[src/rtl/assert_macros.svh]
// Assertion macros used by the CRC16 engine RTL.
`ifndef ASSERT_MACROS_SVH
`define ASSERT_MACROS_SVH

// Same-cycle implication, checked out of reset.
`define ASSERT_IMPLY(label, clk, rst_n, ante, cons) \
    label: assert property (@(posedge clk) disable iff (!rst_n) (ante) |-> (cons)) \
        else $error("same-cycle check failed");

// Next-cycle implication, checked out of reset.
`define ASSERT_NEXT(label, clk, rst_n, ante, cons) \
    label: assert property (@(posedge clk) disable iff (!rst_n) (ante) |=> (cons)) \
        else $error("next-cycle check failed");

`endif

[src/rtl/dmcrc16_pkg.sv]
// Types and constants of the dual-mode CRC16 engine.
package dmcrc16_pkg;

    localparam logic [1:0] MODE_HOLD   = 2'd0;
    localparam logic [1:0] MODE_PLAIN  = 2'd1;
    localparam logic [1:0] MODE_MODBUS = 2'd2;

    localparam logic OP_BEGIN = 1'b0;
    localparam logic OP_ADD   = 1'b1;

    localparam logic [15:0] PLAIN_POLY  = 16'h00D8;
    localparam logic [15:0] MODBUS_POLY = 16'hA001;
    localparam logic [15:0] MODBUS_INIT = 16'hFFFF;
    localparam logic [15:0] PLAIN_INIT  = 16'h0000;

    typedef struct packed {
        logic       opcode;
        logic [7:0] data_byte;
    } item_t;

    typedef struct packed {
        logic  valid;
        item_t item;
    } stage_t;

endpackage

[src/rtl/dmcrc16_ifs.sv]
// Valid/ready channel interfaces for input items and results.
interface dmcrc16_item_if;
    logic       valid;
    logic       ready;
    logic       opcode;
    logic [7:0] data_byte;

    modport source (output valid, output opcode, output data_byte, input ready);
    modport sink (input valid, input opcode, input data_byte, output ready);
endinterface

interface dmcrc16_result_if;
    logic        valid;
    logic        ready;
    logic [15:0] crc_value;

    modport source (output valid, output crc_value, input ready);
    modport sink (input valid, input crc_value, output ready);
endinterface

[src/rtl/dual_mode_crc16_engine.sv]
// Dual-mode CRC16 engine: byte-wise remainder update, one result per item.
//
// Channels: "item" (sink) carries opcode (begin / add) and data_byte;
// "result" (source) returns crc_value, the remainder after that item.
// Both use valid/ready; a beat moves when valid and ready are high.
// cfg_we/cfg_wdata write the 2-bit mode (hold, plain CRC16, Modbus);
// write it only while no item is in flight.
//
// Path: an accepted beat is held in the input register, then the
// fold logic (eight unrolled shift steps, all XOR) writes the remainder and
// the result register together when the core advances, which raises
// result.valid; the result beat then moves once result.ready is high.
// Throughput: one item per cycle while result.ready stays high; the remainder
// register is the only loop-carried state.
//
// Reset: remainder clears to 0, mode returns to plain CRC16, both stages
// empty. Stall: while result.ready is low the result holds; the input stage
// still takes one more beat, then item.ready drops until the result moves.
`include "assert_macros.svh"

module dual_mode_crc16_engine
    import dmcrc16_pkg::*;
(
    input  logic              clk,
    input  logic              rst_n,
    dmcrc16_item_if.sink      item,
    dmcrc16_result_if.source  result,
    input  logic              cfg_we,
    input  logic [1:0]        cfg_wdata
);

    logic [1:0]  mode_reg;
    logic [15:0] remainder_reg;
    logic [15:0] remainder_next;
    logic        out_valid_reg;
    logic        out_valid_next;
    logic [15:0] crc_value_reg;
    stage_t      stage;
    logic        advance;

    // core fires when the input stage holds a beat and the result slot frees
    assign advance = stage.valid && (!out_valid_reg || result.ready);

    dmcrc16_in_stage u_in_stage (
        .clk     (clk),
        .rst_n   (rst_n),
        .item    (item),
        .advance (advance),
        .stage   (stage)
    );

    dmcrc16_update u_update (
        .remainder      (remainder_reg),
        .item           (stage.item),
        .mode           (mode_reg),
        .remainder_next (remainder_next)
    );

    always_comb
    begin
        out_valid_next = out_valid_reg;
        if (advance)
        begin
            out_valid_next = 1'b1;
        end
        else if (result.ready)
        begin
            out_valid_next = 1'b0;
        end
    end

    always_ff @(posedge clk or negedge rst_n)
    begin
        if (!rst_n)
        begin
            mode_reg      <= MODE_PLAIN;
            remainder_reg <= 16'h0000;
            out_valid_reg <= 1'b0;
        end
        else
        begin
            if (cfg_we)
            begin
                mode_reg <= cfg_wdata;
            end
            if (advance)
            begin
                remainder_reg <= remainder_next;
            end
            out_valid_reg <= out_valid_next;
        end
    end

    // result payload, loaded with the same value as the remainder
    always_ff @(posedge clk)
    begin
        if (advance)
        begin
            crc_value_reg <= remainder_next;
        end
    end

    assign result.valid     = out_valid_reg;
    assign result.crc_value = crc_value_reg;

    // a waiting result always mirrors the live remainder
    `ASSERT_IMPLY(a_result_matches_rem, clk, rst_n, out_valid_reg,
        crc_value_reg == remainder_reg)
    // full input stage behind a stalled result must backpressure
    `ASSERT_IMPLY(a_stall_blocks_input, clk, rst_n,
        stage.valid && out_valid_reg && !result.ready, !item.ready)
    // Modbus begin loads the all-ones seed
    `ASSERT_NEXT(a_modbus_seed, clk, rst_n,
        advance && stage.item.opcode == OP_BEGIN && mode_reg == MODE_MODBUS,
        remainder_reg == MODBUS_INIT && out_valid_reg)
    // add in hold mode or the unused code leaves the remainder alone
    `ASSERT_NEXT(a_hold_mode, clk, rst_n,
        advance && stage.item.opcode == OP_ADD && mode_reg != MODE_PLAIN
            && mode_reg != MODE_MODBUS,
        $stable(remainder_reg))

endmodule

[src/rtl/dmcrc16_in_stage.sv]
// Input register stage: captures one beat, releases it when the core advances.
module dmcrc16_in_stage
    import dmcrc16_pkg::*;
(
    input  logic                clk,
    input  logic                rst_n,
    dmcrc16_item_if.sink        item,
    input  logic                advance,
    output stage_t              stage
);

    logic  valid_reg;
    logic  valid_next;
    item_t item_reg;
    logic  accept;

    assign item.ready = !valid_reg || advance;
    assign accept     = item.valid && item.ready;

    always_comb
    begin
        valid_next = valid_reg;
        if (accept)
        begin
            valid_next = 1'b1;
        end
        else if (advance)
        begin
            valid_next = 1'b0;
        end
    end

    always_ff @(posedge clk or negedge rst_n)
    begin
        if (!rst_n)
        begin
            valid_reg <= 1'b0;
        end
        else
        begin
            valid_reg <= valid_next;
        end
    end

    always_ff @(posedge clk)
    begin
        if (accept)
        begin
            item_reg.opcode    <= item.opcode;
            item_reg.data_byte <= item.data_byte;
        end
    end

    assign stage.valid = valid_reg;
    assign stage.item  = item_reg;

endmodule

[src/rtl/dmcrc16_update.sv]
// Next-remainder logic: begin load, or one byte folded in eight unrolled shifts.
module dmcrc16_update
    import dmcrc16_pkg::*;
(
    input  logic [15:0] remainder,
    input  item_t       item,
    input  logic [1:0]  mode,
    output logic [15:0] remainder_next
);

    logic [15:0] plain_r;
    logic [15:0] modbus_r;

    // MSB-first, tap 0x00D8 when the bit shifted out was set
    always_comb
    begin
        plain_r = remainder ^ {8'h00, item.data_byte};
        for (int k = 0; k < 8; k++)
        begin
            if (plain_r[15])
            begin
                plain_r = {plain_r[14:0], 1'b0} ^ PLAIN_POLY;
            end
            else
            begin
                plain_r = {plain_r[14:0], 1'b0};
            end
        end
    end

    // reflected, LSB-first with 0xA001
    always_comb
    begin
        modbus_r = remainder ^ {8'h00, item.data_byte};
        for (int k = 0; k < 8; k++)
        begin
            if (modbus_r[0])
            begin
                modbus_r = {1'b0, modbus_r[15:1]} ^ MODBUS_POLY;
            end
            else
            begin
                modbus_r = {1'b0, modbus_r[15:1]};
            end
        end
    end

    always_comb
    begin
        if (item.opcode == OP_BEGIN)
        begin
            remainder_next = (mode == MODE_MODBUS) ? MODBUS_INIT : PLAIN_INIT;
        end
        else
        begin
            case (mode)
                MODE_PLAIN:  remainder_next = plain_r;
                MODE_MODBUS: remainder_next = modbus_r;
                default:     remainder_next = remainder;  // hold mode and unused code
            endcase
        end
    end

endmodule

[src/flat_wrapper.sv]
// flat-port wrapper written by rule: the top's interface ports become plain ports
module dual_mode_crc16_engine_flat import dmcrc16_pkg::*;
  (clk, rst_n, cfg_we, cfg_wdata, item_valid, item_opcode, item_data_byte, item_ready, result_valid, result_crc_value, result_ready);
  dmcrc16_item_if item_i ();
  dmcrc16_result_if result_i ();
  input  logic clk;
  input  logic rst_n;
  input  logic cfg_we;
  input  logic [1:0] cfg_wdata;
  input wire logic [$bits(item_i.valid)-1:0] item_valid;
  input wire logic [$bits(item_i.opcode)-1:0] item_opcode;
  input wire logic [$bits(item_i.data_byte)-1:0] item_data_byte;
  output wire logic [$bits(item_i.ready)-1:0] item_ready;
  output wire logic [$bits(result_i.valid)-1:0] result_valid;
  output wire logic [$bits(result_i.crc_value)-1:0] result_crc_value;
  input wire logic [$bits(result_i.ready)-1:0] result_ready;
  assign item_i.valid = item_valid;
  assign item_i.opcode = item_opcode;
  assign item_i.data_byte = item_data_byte;
  assign item_ready = item_i.ready;
  assign result_valid = result_i.valid;
  assign result_crc_value = result_i.crc_value;
  assign result_i.ready = result_ready;
  dual_mode_crc16_engine u_core (.clk(clk), .rst_n(rst_n), .item(item_i), .result(result_i), .cfg_we(cfg_we), .cfg_wdata(cfg_wdata));
endmodule
[config.mk]
export PLATFORM = sky130hd
export DESIGN_NAME = dual_mode_crc16_engine_flat
export DESIGN_NICKNAME = d
export VERILOG_FILES = /design/src/rtl/dmcrc16_pkg.sv /design/src/rtl/dmcrc16_ifs.sv /design/src/rtl/dual_mode_crc16_engine.sv /design/src/rtl/dmcrc16_in_stage.sv /design/src/rtl/dmcrc16_update.sv /design/src/flat_wrapper.sv
export VERILOG_INCLUDE_DIRS = /design/src /design/src/rtl
export SDC_FILE = /design/constraint.sdc
export NUM_CORES = 1
export LEC_CHECK = 0
export BUFFER_PORTS_ARGS = -buffer_cell sky130_fd_sc_hd__clkbuf_2
export CORE_ASPECT_RATIO = 1.25
export CORE_MARGIN = 4
export CORE_UTILIZATION = 60
export DETAILED_ROUTE_END_ITERATION = 16
export PLACE_DENSITY_LB_ADDON = 0.08
export SLEW_MARGIN = 20
export SYNTH_ARGS = -nofsm -noshare
export SYNTH_HDL_FRONTEND = slang
export SYNTH_SLANG_ARGS = --single-unit
[constraint.sdc]
create_clock -name clk -period 4.35 [get_ports clk]
set_input_delay 0.435 -clock clk [delete_from_list [all_inputs] [get_ports clk]]
set_output_delay 0.435 -clock clk [all_outputs]
set_load 0.03 [all_outputs]
==> summary.md, run 1 <==
| Metric | Value |
|---|---|
| Outcome | complete, no violations |
| Post-route cell area | 2750 um2 |
| Clock power share | 19.7% |
| Placed Instances | 291 |
| CTS tree | built |
| N_diodes | 0 |
| Clk buf depth | 2 |
| Drt first pass iters | 4 |
| Post-CTS Setup Bufs | 0 |
| RSZ-0062 raised after global routing | no |
| Root Buffer | clkbuf_8 |
| Initial drt markers | 95 |
| Setup TNS | 0 ns |
| CP Capture Type | register |
| Synthesized instance count | 221 |
| Worst vdd ir | 324 uV |
| Worst setup SP type | register |
| Fmax achieved | 0.375 GHz |
| Final period utilization | 61.2% |
| Kind of critical path | reg -> reg |
| Area grow syn2layout | 11.2% |
| Worst slew pin tran | 0.961 ns |
| Synth async-reset ratio | 44.4% |
| First-pass GRT wire length | 8070 um |
| Core Area | 3880 um2 |
| Detail Placement HPWL | 3450 um |
| Max Cap Viol | 0 |
| Min cycle time layout | 2.66 ns |
| Count leader, synth | nand2_1 |
| Hold Slack | 0.0932 ns |
| Max_slew headroom | 35.7% |
| Cell Area, Synth | 2480 um2 |
| Synth Warn # | 0 |
| Ports | 34 |
| Proportion of layout cells with a drive suffix above 1 | 22.9% |
| Register area share after synthesis | 50.6% |
| Chip width | 65.5 um |
| Sw Pwr | 0.000578 W |
| Hold_buf cts | 0 |
| Fin util | 71.0% |
| Drt wl/cell | 15.8 um |
| Routed Antenna Nets | 0 |
| Final hold vios | 0 |
| Via count | 1,665 |
| Required time of the worst setup path | 4.37 ns |
| Yosys top cell area share | 30.3% |
| GRT Total Usage | 20.6% |
| Chip height | 79.8 um |
| Clock buffer count from CTS | 5 |
| Gr ovfl total | 0 |
| Number of distinct library cells after synthesis | 39 |
| Syn Nets | 239 |
| Crit path DAT | 2.68 ns |
| H-tree depth | 2 |
| Largest net degree at the start of global routing | 29 |
| FP Rows | 25 |
| Gp weighted congestion | 0.887 |
| Skew final | 0.00564 ns |
| Clock latency on the worst-skew pair | 0.31 ns |
| Hold Path Class | in -> async |
| DRT Wirelength | 4740 um |
| Most frequent cells after synthesis | nand2_1, xnor2_1, edfxtp_1 |
| DP Area | 2630 um2 |
| # setup viols final | 0 |
| Prevailing post-synth register cell | edfxtp_1 |
| Vias per cell | 5.57 |
| Logic gate share of total power | 43.1% |
| Initial antenna violation count | 0 |
| Clock sinks | 45 |
| Fin nets | 262 |
| EDFF count, synth | 25 |
| Power Internal | 0.00110 W |
| Count of input and output buffers | 33 |
| Flop and latch count out of synthesis | 45 |
| Vias in the first global route | 1,658 |
| Clk slew on worst S/H paths | 0.08 ns |
| Cell taking the most area after synthesis | edfxtp_1 |
| Sequential Power Share | 37.1% |
| Synth Area per Inst | 11.2 um2 |
| Non-Filler Instances | 299 |
| Top post-synthesis cells by area | edfxtp_1, dfrtp_1, xnor2_1 |
| # DRC | 0 |
| CTS-repair resized insts | 0 |
| Die area | 5230 um2 |
| Max-slew violations | 0 |
| Static leakage | 1.13 nW |
| Crit Path Max Fanout | 23 |
| Switching share of total power | 34.5% |
| Power density over cell area | 608 nW/um2 |
| Starting Density | 63.8% |
-- per-layer routing --
metal	part of all wire, %	vias to the layer above	GRT usage, %
met4	2.2	0	9.34
met1	39	776	24.9
met5	0	-	0
met2	51	77	34.7
li1	-	803	-
met3	8.0	9	4.93
-- power groups by stage --
stage,registers (W),clock network (W),logic [W]
6_report,0.000622,0.000330,0.000722
5_1_grt,0.000632,0.000354,0.000790
4_1_cts,0.000622,0.000332,0.000725
2_1_floorplan,0.000625,0,0.000607
3_5_place_dp,0.000631,0,0.000719
3_3_place_gp,0.000628,0,0.000708
-- worst max-delay path, cell delays in order (launching register included) --
cell      delay, ns
dfstp_2        0.54
inv_1          0.05
ha_1           0.72
nor2b_1        0.32
inv_1          0.20
o21ai_1        0.10
a221oi_1       0.36
nor2_1         0.09
-- final cells by class --
type	count	area, um2
Sequential cell	45	1250
Timing Repair Buffer	33	165
Multi-Input combinational cell	150	1110
Inverter	9	33.8
Clock inverter	2	37.5
Fill cell	305	1120
Tap cell	54	67.6
Clock buffer	6	82.6
-- cells in the final DEF (no fill, tap or decap), types with 2 or more instances in the layout --
cell	n
o21ai_1	9
a21oi_1	2
nor2_1	6
a22o_1	5
clkbuf_8	6
clkbuf_2	33
dfrtp_1	19
xnor2_1	32
a221oi_1	5
xor2_1	4
xnor2_2	4
a22oi_1	2
xor2_2	2
nand2b_1	6
xnor3_1	2
ha_1	2
o31ai_1	5
o21ai_0	7
nor2b_1	2
edfxtp_1	25
a32o_1	2
a31oi_1	3
nand3_1	2
inv_1	8
mux2_2	3
nand2_1	36
-- cells by family (layout without fill, tap and decap cells) --
logic type      count (synthesis)  in the layout  share of synthesized area (%)
simple gates                   56             56                           10.2
mux                             3              3                           1.36
xor+xnor                       45             45                           19.5
buf+inv                        26             50                           4.40
flops                          45             45                           50.6
fa+ha+maj                       2              2                           1.01
compound gates                 44             44                           13.0
-- final timing paths --
| kind | cells after the start | startpoint | endpoint | slack, ns |
|---|---|---|---|---|
| worst max-delay path | 7 | u_core.mode_reg[0] | u_core.result.crc_value[5] | 1.69 |
| worst min-delay path | 1 | rst_n | u_core.remainder_reg[11] | 0.09 |
| worst max register to register | 7 | u_core.mode_reg[0] | u_core.result.crc_value[5] | 1.69 |
| worst min register to register | 1 | u_core.u_in_stage.valid_reg | u_core.result.valid | 0.53 |
| max in group asynchronous | 1 | rst_n | u_core.mode_reg[0] | 3.89 |
| min in group clk | 1 | item_data_byte[6] | u_core.u_in_stage.stage[6] | 0.30 |
-- through the flow --
stage                     setup slack [ns]  power (W)
after CTS                             1.74    0.00168
after global placement                1.92    0.00134
final                                 1.69    0.00167
after global routing                  1.56    0.00178
after detailed placement              1.80    0.00135
after floorplan                       2.22    0.00123
Power figures use the tool's default switching activity.
==> run 2: changes to the inputs <==
Settings changed: CORE_UTILIZATION 60 to 57.
Clock period 4.35 ns to 2.6 ns, I/O delays scaled along.
==> run 2 against run 1 <==
Largest cell class unchanged. Design area grew 1.3%. Clock power grew 30%. Non-clock buffer count grew 8. Routed wire length shrank 2.7%. Clock-buffer cell count grew 2. Register-to-register slack lost 1.3 ns. Setup slack lost 1.3 ns. Via count is essentially flat. Clock skew grew 0.0023 ns. Global-route usage shrank 1.0 points. Sequential cell count is the same. Die area grew 4.7%.
==> summary.md, run 2 (synthesis gave the netlist of run 1 again) <==
| Metric | Value |
|---|---|
| Power density over cell area | 964 nW/um2 |
| Ports | 34 |
| Detail Placement HPWL | 3360 um |
| DRT Wirelength | 4610 um |
| CTS tree | built |
| Min cycle time layout | 2.25 ns |
| Chip height | 81.7 um |
| Max-slew violations | 0 |
| Area grow syn2layout | 12.6% |
| Setup slack after layout | 0.346 ns |
| Clock latency on the worst-skew pair | 0.30 ns |
| Worst vdd ir | 544 uV |
| Pre-CTS setup slack | 0.364 ns |
| # setup viols final | 0 |
| Most common cell after layout, fill and taps aside | nand2_1 |
| Tot Pwr | 0.00269 W |
| CP max stage delay | 0.46 ns |
| Static leakage | 1.16 nW |
| Via count | 1,664 |
| Crit Path Max Fanout | 4 |
| CP cell instances | xnor2_2 > xnor3_1 > xnor3_2 > xnor2_1 > a221oi_1 > o21ai_1 |
| Gr ovfl total | 0 |
| Fmax achieved | 0.444 GHz |
| First-pass GRT wire length | 7840 um |
| Gp weighted congestion | 0.852 |
| Crit path DAT | 2.30 ns |
| Vias in the first global route | 1,575 |
| Chip width | 67.0 um |
| Multi-input combinational cell area | 1110 um2 |
| Clock buffer count from CTS | 5 |
| Root Buffer | clkbuf_8 |
| Vias per cell | 5.39 |
| Routed Antenna Nets | 0 |
| Clk buf depth | 2 |
| Post-CTS Setup Bufs | 0 |
| CP Capture Type | register |
| Initial antenna violation count | 0 |
| Initial drt markers | 61 |
| CP max stage cell | xnor3_1 |
| Clock sinks | 45 |
| Count of input and output buffers | 33 |
| FF/Latch Area | 1250 um2 |
| Max_slew headroom | 63.5% |
| Die area | 5470 um2 |
| Outcome | complete, no violations |
| Setup TNS | 0 ns |
| Worst setup SP type | register |
| FP Rows | 26 |
| Hold Path Class | in -> reg |
| Max Cap Viol | 0 |
| Drt wl/cell | 14.9 um |
| Kind of critical path | reg -> reg |
| N_diodes | 0 |
| Largest net degree at the start of global routing | 29 |
| # DRC | 0 |
| Final period utilization | 86.7% |
| Core Area | 4130 um2 |
| Most frequent cells in the layout | nand2_1, clkbuf_2, xnor2_1 |
| Proportion of layout cells with a drive suffix above 1 | 24.1% |
| Fillers | 336 |
| Drt first pass iters | 4 |
| Worst slew pin tran | 0.547 ns |
| Fin nets | 270 |
| Starting Density | 59.9% |
| Skew final | 0.00793 ns |
| RSZ-0062 raised after global routing | no |
| Required time of the worst setup path | 2.64 ns |
| GRT Total Usage | 19.6% |
| Final hold vios | 0 |
| H-tree depth | 2 |
| Clk slew on worst S/H paths | 0.08 ns |
run 2: cell count changes in the layout (fill, tap and decap cells not counted):
cell	delta
buf_4	+7
bufinv_16	-1
clkbuf_1	+2
clkinvlp_4	-1
dlygate4sd3_1	+1
run 2: area by class of cell:
type                       instances  share of cell area, %
sequential                        45                   44.9
multi-input combinational        150                   40.0
timing repair buffer              41                   8.17
clock buffer                       8                   3.23
tap                               56                   2.51
inverter                           9                   1.21
run 2: where the power goes:
group / total [W] / internal (W) / switching [W]
Sequential: 0.00103 / 0.000892 / 0.000141
Clock: 0.000430 / 0.000216 / 0.000213
Combinational: 0.00123 / 0.000643 / 0.000583
run 2: worst max-delay path, delay by kind of cell (launching register included):
kind | cells | cell delay, ns
compound gates | 2 | 0.42
xor+xnor | 4 | 1.17
flops | 1 | 0.42
run 2: final timing paths:
kind	to	slack (ns)	from	cells past startpoint
max reg2reg	u_core.result.crc_value[15]	0.35	u_core.remainder_reg[6]	6
max in group asynchronous	u_core.mode_reg[0]	1.75	rst_n	2
min in group asynchronous	u_core.remainder_reg[6]	0.47	rst_n	2
max	u_core.result.crc_value[15]	0.35	u_core.remainder_reg[6]	6
min	u_core.u_in_stage.stage[6]	0.13	item_data_byte[6]	1
min reg2reg	u_core.result.valid	0.50	u_core.u_in_stage.valid_reg	1
run 2: repair_timing:
action,4_1_cts,5_1_grt
endpoints found under the hold margin,19,0
gates resized for setup,0,0
hold buffers,1,0
run 2: through the flow:
stage	hold WS (ns)	instance area (um2)	util, %	instances
after floorplan	-0.0356	2480	-	221
after global placement	0.264	2690	65.1	300
after detailed placement	0.267	2690	65.1	300
after CTS	0.124	2790	67.5	309
after global routing	0.119	2790	67.5	309
final	0.133	2790	67.5	309
run 2: metal layers:
layer	wire length, um	part of all wire [%]	vias to the layer above	global-route usage [%]
met2	2200	48	59	31.3
li1	-	-	822	-
met4	83	1.8	0	7.91
met1	2080	45	777	25.8
met3	247	5.4	6	4.51
met5	0	0	-	0
==> run 3: changes to the inputs <==
--- a/config.mk
+++ b/config.mk
@@ -12,4 +12,5 @@
 export CORE_UTILIZATION = 57
 export DETAILED_ROUTE_END_ITERATION = 16
+export HOLD_SLACK_MARGIN = 0.15
 export PLACE_DENSITY_LB_ADDON = 0.08
 export SLEW_MARGIN = 20
==> constraint.sdc (replaced) <==
create_clock -name clk -period 2.6 [get_ports clk]
set_input_delay 0.39 -clock clk [delete_from_list [all_inputs] [get_ports clk]]
set_output_delay 0.39 -clock clk [all_outputs]
set_load 0.03 [all_outputs]
==> run 3 against run 2 <==
Sequential power about the same. Worst hold slack improved by 0.13 ns. Setup slack got worse by 0.039 ns. Utilization down 0.24 points. Via count is 0.48% higher. Final cell count unchanged. Clock power is 6.7% lower. Critical path depth unchanged. Routed wire length grew 1.8%. Non-clock buffer count is the same. Clock-buffer cell count down 1. First-iteration DRC count up 79%. Critical path type unchanged. Critical endpoint unchanged. Largest cell class unchanged. Highest routed layer unchanged.
==> summary.md, run 3 (synthesis gave the netlist of run 1 again) <==
| Metric | Value |
|---|---|
| Final hold vios | 0 |
| Kind of critical path | reg -> reg |
| Clk slew on worst S/H paths | 0.08 ns |
| Drt wl/cell | 15.2 um |
| Clock sinks | 45 |
| Routed Antenna Nets | 0 |
| Post-CTS Setup Bufs | 0 |
| Required time of the worst setup path | 2.64 ns |
| N_diodes | 0 |
| HP Start | item_data_byte[3] |
| Setup slack after layout | 0.307 ns |
| Worst slew pin tran | 0.559 ns |
| Worst setup SP type | register |
| FF/Latch Area | 1250 um2 |
| First-pass GRT wire length | 7880 um |
| DRT Wirelength | 4690 um |
| Count of input and output buffers | 33 |
| Max_slew headroom | 62.7% |
| Clock latency on the worst-skew pair | 0.30 ns |
| Pre-CTS setup slack | 0.322 ns |
| Detail Placement HPWL | 3370 um |
| # DRC | 0 |
| RSZ-0062 raised after global routing | no |
| Crit path DAT | 2.33 ns |
| Largest net degree at the start of global routing | 29 |
| Clk buf depth | 2 |
| Power density over cell area | 953 nW/um2 |
| Root Buffer | clkbuf_8 |
| # setup viols final | 0 |
| Gr ovfl total | 0 |
| Most common cell after layout, fill and taps aside | nand2_1 |
| Initial drt markers | 109 |
| Crit Path Max Fanout | 3 |
| Starting Density | 59.9% |
| Worst vdd ir | 481 uV |
| Die area | 5470 um2 |
| Final period utilization | 88.2% |
| Clock power share | 15.1% |
| Reg2Reg Depth | 6 |
| Vias in the first global route | 1,607 |
| Hold Path Class | in -> reg |
| Skew final | 0.00613 ns |
| Initial antenna violation count | 0 |
| Fin util | 67.3% |
| Setup TNS | 0 ns |
| FP Rows | 26 |
| Ports | 34 |
| CTS-repair resized insts | 0 |
| Flop2flop setup slack | 0.31 ns |
| Drt first pass iters | 4 |
| Fillers | 338 |
| Cell depth of the worst hold path | 1 |
| Static leakage | 1.15 nW |
| Core Area | 4130 um2 |
| Chip height | 81.7 um |
| Area grow syn2layout | 12.2% |
| Power Internal | 0.00172 W |
| Proportion of layout cells with a drive suffix above 1 | 23.7% |
| Reg-to-reg startpoint | u_core.u_in_stage.stage[2] |
| Chip width | 67.0 um |
| Sequential Power Share | 39.1% |
| Multi-input combinational cell area | 1110 um2 |
| Via count | 1,672 |
| Vias per cell | 5.41 |
| Logic gate share of total power | 45.8% |
| Gp weighted congestion | 0.866 |
| CP Capture Type | register |
| GRT Total Usage | 19.8% |
| Most frequent cells in the layout | nand2_1, clkbuf_2, xnor2_1 |
| Max Cap Viol | 0 |
| CTS tree | built |
| Min cycle time layout | 2.29 ns |
| Switching share of total power | 35.0% |
| Max-slew violations | 0 |
| Outcome | complete, no violations |
| Sw Pwr | 0.000927 W |
| Fmax achieved | 0.436 GHz |
| Clock buffer count from CTS | 5 |
| Critical path launch point | u_core.u_in_stage.stage[2] |
| H-tree depth | 2 |
| Fin nets | 270 |
-- run 3: changes by cell type in the layout (fill, tap and decap cells not counted), sizes merged --
cell | previous run | this run
clkbuf | 41 | 40
clkinv | 0 | 1
-- run 3: critical path, cell delays in order, from the launching register on --
cell and delay (ns):
edfxtp_1 0.42, xnor2_1 0.36, xnor3_1 0.40, xnor3_2 0.27, xnor2_1 0.14, a221oi_1 0.32, o21ai_1 0.11
-- run 3: final cells by class --
cell class	count	area share (%)
Clock buffer	7	2.75
Clock inverter	1	0.135
Inverter	9	1.22
Multi-Input combinational cell	150	40.1
Sequential cell	45	45.1
Tap cell	56	2.52
Timing Repair Buffer	41	8.19
-- run 3: path summary, 6_finish.rpt --
check	endpoint
max	u_core.result.crc_value[15]
min	u_core.u_in_stage.stage[3]
max reg2reg	u_core.result.crc_value[15]
min reg2reg	u_core.result.valid
max in group asynchronous	u_core.mode_reg[0]
min in group asynchronous	u_core.remainder_reg[1]
-- run 3: power groups by stage --
stage | combinational (W) | clock (W) | sequential [W]
finish | 0.00121 | 0.000401 | 0.00103
global route | 0.00132 | 0.000448 | 0.00105
CTS | 0.00122 | 0.000415 | 0.00103
detailed placement | 0.00121 | 0 | 0.00105
global placement | 0.00121 | 0 | 0.00105
floorplan | 0.00101 | 0 | 0.00105
-- run 3: what timing repair did --
action                                 CTS  global route
endpoints found under the hold margin   19             0
hold buffers                             1             0
setup endpoints to repair                0             0
-- run 3: per-layer routing --
layer  part of all wire [%]  GRT usage, %  routed length, um
met1                     42          25.5               1960
met2                     51          31.4               2390
met5                      0             0                  0
met4                    1.8          11.0                 85
met3                    5.5          3.56                256
-- run 3: metrics by stage --
step,power [W],hold slack [ns],cell area [um2],instances
global route,0.00282,0.246,2780,309
detailed placement,0.00226,0.395,2690,300
CTS,0.00267,0.251,2780,309
global placement,0.00226,0.391,2690,300
floorplan,0.00206,0.0944,2480,221
finish,0.00265,0.261,2780,309
